## config.mk

```make
export PLATFORM = sky130hd
export DESIGN_NAME = rgb_to_hsv_converter
export DESIGN_NICKNAME = d
export VERILOG_FILES = /design/src/rgbhsv_pkg.sv /design/src/rgbhsv_div.sv /design/src/rgb_to_hsv_converter.sv
export SDC_FILE = /design/constraint.sdc
export NUM_CORES = 2
export LEC_CHECK = 0
export BUFFER_PORTS_ARGS = -buffer_cell sky130_fd_sc_hd__buf_2
export CORE_AREA = 3 3 421 256
export CTS_CLUSTER_DIAMETER = 80
export DETAILED_ROUTE_END_ITERATION = 10
export DIE_AREA = 0 0 424 259
export PLACE_DENSITY_LB_ADDON = 0.3
export SYNTH_ARGS = -nofsm -noshare
export SYNTH_HDL_FRONTEND = slang
export SYNTH_SLANG_ARGS = --single-unit
```

## constraint.sdc

```tcl
create_clock -name clk -period 30.1 [get_ports clk]
set_input_delay 1.505 -clock clk [delete_from_list [all_inputs] [get_ports clk]]
set_output_delay 1.505 -clock clk [all_outputs]
set_load 0.01 [all_outputs]
```

## src/rgbhsv_pkg.sv

```systemverilog
// Package for the RGB to HSV converter: default sizes and the code that
// names which component is the largest. No dependencies.
package rgbhsv_pkg;

  localparam int unsigned RGBHSV_COMPONENT_BITS = 8;
  localparam int unsigned RGBHSV_FRACTION_BITS  = 16;

  // Which component holds the maximum; red wins ties, then green.
  typedef enum logic [1:0] {
    MAX_RED   = 2'd0,
    MAX_GREEN = 2'd1,
    MAX_BLUE  = 2'd2
  } max_sel_t;

endpackage

```

## src/rgbhsv_div.sv

```systemverilog
// Pipelined restoring divider, one quotient bit per register stage.
// Standalone module; used twice by rgb_to_hsv_converter.
module rgbhsv_div #(
  parameter int unsigned DW = 11,
  parameter int unsigned QW = 16
) (
  input  logic          clk,
  input  logic          en,
  input  logic [DW-1:0] rem_in,
  input  logic [QW-1:0] low_in,
  input  logic [DW-1:0] dv_in,
  output logic [QW-1:0] quot
);

  // The partial remainder stays below the divisor if it enters below it;
  // the divisor travels with the item, so every stage works on its own request.
  logic [DW-1:0] rem_r [QW];
  logic [QW-1:0] low_r [QW];
  logic [QW-1:0] q_r   [QW];
  logic [DW-1:0] dv_r  [QW];

  for (genvar k = 0; k < QW; k++) begin : g_stage
    logic [DW-1:0] rem_i;
    logic [QW-1:0] low_i;
    logic [QW-1:0] q_i;
    logic [DW-1:0] dv_i;
    logic [DW:0]   t;
    logic          ge;

    if (k == 0) begin : g_first
      assign rem_i = rem_in;
      assign low_i = low_in;
      assign q_i   = '0;
      assign dv_i  = dv_in;
    end else begin : g_next
      assign rem_i = rem_r[k-1];
      assign low_i = low_r[k-1];
      assign q_i   = q_r[k-1];
      assign dv_i  = dv_r[k-1];
    end

    assign t  = {rem_i, low_i[QW-1]};
    assign ge = (t >= {1'b0, dv_i});

    always_ff @(posedge clk) begin
      if (en) begin
        rem_r[k] <= ge ? DW'(t - {1'b0, dv_i}) : t[DW-1:0];
        low_r[k] <= {low_i[QW-2:0], 1'b0};
        q_r[k]   <= {q_i[QW-2:0], ge};
        dv_r[k]  <= dv_i;
      end
    end
  end

  assign quot = q_r[QW-1];

endmodule

```

## src/rgb_to_hsv_converter.sv

```systemverilog
// RGB to HSV converter, FRACTION_BITS + 2 register stages deep (compare, numerator, then one
// stage per quotient bit in two parallel restoring dividers): out_valid rises when the accepted
// pixel reaches the last stage. Throughput is one pixel per clock; in_ready drops only while
// the one-entry output skid holds a result that the sink refused. Reset (rst_n low, synchronous)
// clears all valid bits and the skid entry; payload registers are not reset. Depends on
// rgbhsv_pkg and rgbhsv_div.
module rgb_to_hsv_converter
  import rgbhsv_pkg::*;
#(
  parameter int unsigned COMPONENT_BITS = RGBHSV_COMPONENT_BITS,
  parameter int unsigned FRACTION_BITS  = RGBHSV_FRACTION_BITS
) (
  input  logic                      clk,
  input  logic                      rst_n,
  input  logic                      in_valid,
  output logic                      in_ready,
  input  logic [COMPONENT_BITS-1:0] in_red,
  input  logic [COMPONENT_BITS-1:0] in_green,
  input  logic [COMPONENT_BITS-1:0] in_blue,
  output logic                      out_valid,
  input  logic                      out_ready,
  output logic [FRACTION_BITS-1:0]  out_hue,
  output logic [FRACTION_BITS-1:0]  out_saturation,
  output logic [COMPONENT_BITS-1:0] out_brightness
);

  localparam int unsigned C  = COMPONENT_BITS;
  localparam int unsigned F  = FRACTION_BITS;
  // Hue divisor is 6d, which needs three bits more than a component.
  localparam int unsigned HW = C + 3;
  // Stage 0 compares, stage 1 builds the numerators, then F divider stages.
  localparam int unsigned S  = F + 2;

  // The whole pipeline moves together whenever the skid entry is free. The
  // last stage's request is then either taken at the port or parked in the
  // skid, so nothing is lost when the pipeline advances over it.
  logic         en;
  logic [S-1:0] valid_r;
  logic         skid_valid_r;
  logic         skid_valid_nxt;

  assign en       = !skid_valid_r;
  assign in_ready = en;

  always_ff @(posedge clk) begin
    if (!rst_n) begin
      valid_r <= '0;
    end else if (en) begin
      valid_r <= {valid_r[S-2:0], in_valid};
    end
  end

  // Stage 0: find the largest and smallest component and which one wins.
  logic [C-1:0] r_a_r, g_a_r, b_a_r, mx_a_r, mn_a_r;
  max_sel_t     sel_a_r;
  logic [C-1:0] mx_nxt, mn_nxt;
  max_sel_t     sel_nxt;

  always_comb begin
    if (in_red >= in_green && in_red >= in_blue) begin
      sel_nxt = MAX_RED;
      mx_nxt  = in_red;
    end else if (in_green >= in_blue) begin
      sel_nxt = MAX_GREEN;
      mx_nxt  = in_green;
    end else begin
      sel_nxt = MAX_BLUE;
      mx_nxt  = in_blue;
    end
    mn_nxt = in_red;
    if (in_green < mn_nxt) mn_nxt = in_green;
    if (in_blue < mn_nxt)  mn_nxt = in_blue;
  end

  always_ff @(posedge clk) begin
    if (en) begin
      r_a_r   <= in_red;
      g_a_r   <= in_green;
      b_a_r   <= in_blue;
      mx_a_r  <= mx_nxt;
      mn_a_r  <= mn_nxt;
      sel_a_r <= sel_nxt;
    end
  end

  // Stage 1: chroma d, the hue numerator (in [0, 6d) unless d is zero) and the
  // saturation dividend (2^F - 1) * d, split into the part that seeds the
  // remainder and the low bits that the divider shifts in.
  logic [C-1:0]   d;
  logic [HW-1:0]  d2, d4, d6, num_nxt;
  logic [C+F-1:0] sat_dvd;

  assign d       = mx_a_r - mn_a_r;
  assign d2      = HW'(d) << 1;
  assign d4      = HW'(d) << 2;
  assign d6      = d2 + d4;
  assign sat_dvd = {d, {F{1'b0}}} - (C + F)'(d);

  // The results of the subtractions are non-negative and fit in HW bits,
  // so plain modular arithmetic at that width is exact.
  always_comb begin
    case (sel_a_r)
      MAX_RED: begin
        if (g_a_r >= b_a_r) begin
          num_nxt = HW'(g_a_r) - HW'(b_a_r);
        end else begin
          num_nxt = d6 - (HW'(b_a_r) - HW'(g_a_r));
        end
      end
      MAX_GREEN: num_nxt = d2 + HW'(b_a_r) - HW'(r_a_r);
      MAX_BLUE:  num_nxt = d4 + HW'(r_a_r) - HW'(g_a_r);
      default:   num_nxt = '0;
    endcase
  end

  logic [HW-1:0] hnum_b_r, hdiv_b_r;
  logic [C-1:0]  srem_b_r, sdiv_b_r, mx_b_r;
  logic [F-1:0]  slow_b_r;
  logic          hz_b_r, sz_b_r;

  always_ff @(posedge clk) begin
    if (en) begin
      hnum_b_r <= num_nxt;
      hdiv_b_r <= d6;
      srem_b_r <= sat_dvd[C+F-1:F];
      slow_b_r <= sat_dvd[F-1:0];
      sdiv_b_r <= mx_a_r;
      mx_b_r   <= mx_a_r;
      // A grey pixel has no hue, a black one no saturation either; the
      // dividers see a zero divisor then, so their quotients are masked.
      hz_b_r   <= (d == '0);
      sz_b_r   <= (mx_a_r == '0);
    end
  end

  // Divider stages, with the value and the two mask flags riding alongside.
  logic [F-1:0] hue_q, sat_q;

  rgbhsv_div #(
    .DW(HW),
    .QW(F)
  ) u_hue_div (
    .clk   (clk),
    .en    (en),
    .rem_in(hnum_b_r),
    .low_in({F{1'b0}}),
    .dv_in (hdiv_b_r),
    .quot  (hue_q)
  );

  rgbhsv_div #(
    .DW(C),
    .QW(F)
  ) u_sat_div (
    .clk   (clk),
    .en    (en),
    .rem_in(srem_b_r),
    .low_in(slow_b_r),
    .dv_in (sdiv_b_r),
    .quot  (sat_q)
  );

  logic [C-1:0] mx_p_r [F];
  logic [F-1:0] hz_p_r;
  logic [F-1:0] sz_p_r;

  always_ff @(posedge clk) begin
    if (en) begin
      mx_p_r[0] <= mx_b_r;
      for (int i = 1; i < F; i++) begin
        mx_p_r[i] <= mx_p_r[i-1];
      end
      hz_p_r <= {hz_p_r[F-2:0], hz_b_r};
      sz_p_r <= {sz_p_r[F-2:0], sz_b_r};
    end
  end

  logic [F-1:0] last_hue, last_sat;
  logic [C-1:0] last_bright;
  logic         last_valid;

  assign last_valid  = valid_r[S-1];
  assign last_hue    = hz_p_r[F-1] ? '0 : hue_q;
  assign last_sat    = sz_p_r[F-1] ? '0 : sat_q;
  assign last_bright = mx_p_r[F-1];

  // Output skid: holds the oldest result when the sink stalls, so the
  // pipeline can still advance over the stalled result before it freezes.
  logic [F-1:0] skid_hue_r, skid_sat_r;
  logic [C-1:0] skid_bright_r;

  always_comb begin
    if (skid_valid_r) begin
      skid_valid_nxt = !out_ready;
    end else begin
      skid_valid_nxt = last_valid && !out_ready;
    end
  end

  always_ff @(posedge clk) begin
    if (!rst_n) begin
      skid_valid_r <= 1'b0;
    end else begin
      skid_valid_r <= skid_valid_nxt;
    end
  end

  always_ff @(posedge clk) begin
    if (!skid_valid_r) begin
      skid_hue_r    <= last_hue;
      skid_sat_r    <= last_sat;
      skid_bright_r <= last_bright;
    end
  end

  assign out_valid      = skid_valid_r || last_valid;
  assign out_hue        = skid_valid_r ? skid_hue_r    : last_hue;
  assign out_saturation = skid_valid_r ? skid_sat_r    : last_sat;
  assign out_brightness = skid_valid_r ? skid_bright_r : last_bright;

  // Reset empties every stage and the skid entry.
  a_reset_empty: assert property (@(posedge clk)
    !rst_n |=> (valid_r == '0) && !skid_valid_r)
    else $error("pipeline not empty after reset");

  // A black pixel must leave with zero hue and zero saturation.
  a_black_pixel: assert property (@(posedge clk) disable iff (!rst_n)
    (out_valid && out_brightness == '0) |-> (out_hue == '0 && out_saturation == '0))
    else $error("black pixel produced nonzero hue or saturation");

  // While the skid is full and the sink refuses, the pipeline stands still and the skid stays full.
  a_freeze: assert property (@(posedge clk) disable iff (!rst_n)
    (skid_valid_r && !out_ready) |=> $stable(valid_r) && skid_valid_r)
    else $error("pipeline moved while the output skid was full");

endmodule
```

==> impl_metrics.tcl <==
set metrics [dict create \
    status "complete, no violations" \
    cts_resized 0 \
    yosysSeqAreaShare_pct 62.0 \
    worstSetupPathType "reg2reg" \
    area_growth_pct 10.9 \
    worstPathArrival_ns 6.11 \
    htreeDepth 3 \
    hold_viol 0 \
    period_needed_ns 5.68 \
    synth.distinct_cells 74 \
    clock.fmax_mhz 176 \
    path_clk_slew_ns 0.07 \
    synth_flop_cell "edfxtp_1" \
    gr-usage-all-layers_pct 16.8 \
    irDropWorstVdd_uv 65.5 \
    multi_input_area_um2 17800 \
    cts_tree "built" \
    layout-drive-gt1-share_pct 12.1 \
    n_fill_cell 8521 \
    synth.avg_cell_area_um2 13.8 \
    p_leak_nw 23.7 \
    finish.net_count 4398 \
    gr-total-overflow 0 \
    r2r-end "hnum_b_r[10]$_DFFE_PN_" \
    final.setup.worst_slack_ns 24.42 \
    numCtsBuffers 100 \
    min_to "u_sat_div.low_r[0][3]$_DFFE_PN_" \
    pin_count 70 \
    rows 92 \
    relSlewSlack_pct 26.0 \
    drv_slew 0 \
    reg2reg_slack_ns 24.42 \
    yosysTopAreaCellShare_pct 59.7 \
    dieArea_um2 110000 \
    hold_path_depth 0 \
    regArea_um2 32200 \
    yosys.area.top_type "edfxtp_1" \
    clockBufferDepth 3 \
    clock_sinks 1093 \
    ant_nets 0 \
    synth-seq-cells 1093 \
    drc 0 \
    grt_pass1_vias 27400 \
    hold_buffers 0 \
    drtIter0Drc 1999 \
    vias 28200 \
    syn_nets 4244 \
    wl_mm 91.4 \
    die_w_um 424 \
    place.gp.congestion 0.866 \
    avgViaCountPerCell 5.20 \
    wl_per_cell_um 16.8 \
    critPathMaxFanout 8 \
    synth_edf_count 1034 \
    dr.pass1.iters 5 \
    root_buffer "clkbuf_16" \
    clock_skew_ns 0.0273 \
    yosysMostFrequentCell "edfxtp_1" \
    clk_latency_ns 0.70 \
    async_reset_ff_share_pct 0 \
    finalPower_w 0.00748 \
    worst_slew_pin_slew_ns 1.11 \
    yosys_warnings 0 \
    synthTopCellsByArea "edfxtp_1 60%, ha_1 9.2%, mux2_2 4.1%" \
    antenna_cells 0 \
    end_kind "flip-flop" \
    grt_pass1_wl_mm 149 \
    finalSetupViolCount 0 \
    syn_inst 3782 \
    reg2reg_depth 19 \
    syn_area_um2 52000 \
    initial_utilization_pct 49.8 \
    die_height_um 259 \
    grt_setup_unrepaired "false" \
    tns_ns 0 \
    place_ws_ns 24.44 \
    required_ns 30.53 \
    post_cts_buffers 0 \
    port_buffers 69 \
    reg2reg_from "mx_a_r[0]$_DFFE_PN_" \
    antenna_found_initial 0 \
    core-area_um2 105000 \
    cap_violations 0 \
    hp-start "slow_b_r[3]$_DFFE_PN_" \
    fin_crit_sh_pct 18.9 \
    grt_max_degree 154 \
    yosys-top-cells-count "1034 x edfxtp_1, 490 x inv_1, 384 x ha_1" \
    dp_hpwl_mm 65.1 \
    crit_path_start_kind "flip-flop" \
    hold_class "reg2reg" \
    powerDensity_nw_per_um2 130 \
]
## report_power, final
| group | internal [W] | leakage (nW) | switching (W) | total, W |
|---|---|---|---|---|
| Combinational | 0.00155 | 10.9 | 0.00171 | 0.00326 |
| Sequential | 0.00257 | 11.2 | 0.000304 | 0.00287 |
| Clock | 0.000776 | 1.69 | 0.000572 | 0.00135 |
## layer usage
layer | vias to the layer above | part of all wire, % | GRT usage [%]
met1 | 13600 | 54 | 27.7
met5 | - | 0 | 0
met2 | 539 | 39 | 22.8
met3 | 107 | 5.1 | 3.30
li1 | 14000 | - | -
met4 | 0 | 1.4 | 3.37
## logic make-up (layout without fill, tap and decap cells)
family	count (synthesis)	after routing	synth area share (%)
AOI/OAI and AO/OA	606	606	7.62
and+or+nand+nor	644	644	6.27
adders and majority gates	436	436	11.2
xor gates and xnor gates	194	194	3.28
buffers and inverters	530	772	3.84
muxes	279	279	5.83
DFF	1093	1093	62.0
## worst max path at each step
stage                            startpoint                      to  slack [ns]  depth (start not counted)
floorplan           skid_valid_r$_SDFF_PN0_      out_saturation[14]        6.96                          5
global placement        mx_a_r[0]$_DFFE_PN_  hnum_b_r[10]$_DFFE_PN_       24.48                         19
detailed placement      mx_a_r[0]$_DFFE_PN_  hnum_b_r[10]$_DFFE_PN_       24.44                         19
CTS                     mx_a_r[0]$_DFFE_PN_  hnum_b_r[10]$_DFFE_PN_       24.41                         19
global route            mx_a_r[0]$_DFFE_PN_  hnum_b_r[10]$_DFFE_PN_       23.99                         19
finish                  mx_a_r[0]$_DFFE_PN_  hnum_b_r[10]$_DFFE_PN_       24.42                         19
## registers in the layout (all words and copies together), names as in the netlist, 9 cells and up
register and count:
slow_b_r 14, u_hue_div.dv_r 123, u_sat_div.low_r 115, u_sat_div.q_r 136, mx_p_r 126, valid_r 18, u_hue_div.rem_r 150, hnum_b_r 11
sz_p_r 16, skid_hue_r 16, hdiv_b_r 9, u_sat_div.rem_r 120, skid_sat_r 16, hz_p_r 16, u_hue_div.q_r 136
## layout by cell type, fill, tap and decap left out, types with 16 or more instances in the layout
cell	instances
a211oi_1	37
a21boi_0	24
a21o_1	99
a21oi_1	118
a22o_1	32
and2_1	20
buf_2	69
buf_4	18
bufinv_16	16
clkbuf_16	103
clkinv_2	17
dfxtp_1	58
edfxtp_1	1034
fa_1	50
ha_1	384
inv_1	489
mux2_2	191
mux2i_1	88
nand2_1	85
nand2b_1	68
nand3_1	19
nand4_1	54
nor2_1	192
nor2b_1	106
nor3_1	67
o21a_1	16
o21ai_0	166
xnor2_1	130
xor2_1	63
## final cells by class
| cell class | count | area share [%] |
|---|---|---|
| clock buffers | 117 | 4.59 |
| clock inverters | 73 | 1.54 |
| inverters | 494 | 3.23 |
| multi-input cells | 2159 | 30.8 |
| flip-flops and latches | 1093 | 55.9 |
| well taps | 1410 | 3.06 |
| repair buffers | 88 | 0.867 |
## per-stage QoR
stage                     cell area, um^2  util, %  hold slack, ns  cells
after floorplan                     52000        -           0.400   3782
after global placement              54200     51.8           0.400   5244
after detailed placement            54200     51.8           0.405   5244
after CTS                           57700     55.2           0.403   5434
after global routing                57700     55.2           0.413   5434
final                               57700     55.2           0.400   5434
## critical path: stages (launching register included)
cell and delay (ns):
edfxtp_1 0.39, inv_1 0.07, ha_1 0.20, inv_1 0.07, fa_1 0.41, xor2_1 0.82
ha_1 0.38, a21o_1 0.16, a21oi_1 0.27, o21ai_0 0.12, a221oi_1 0.42, xnor2_1 0.16
ha_1 0.25, or4_1 0.50, a31o_2 0.26, a21oi_1 0.17, xnor2_1 0.15, xor2_1 0.16
a21oi_1 0.08, or3_1 0.38
Power figures use the tool's default switching activity.
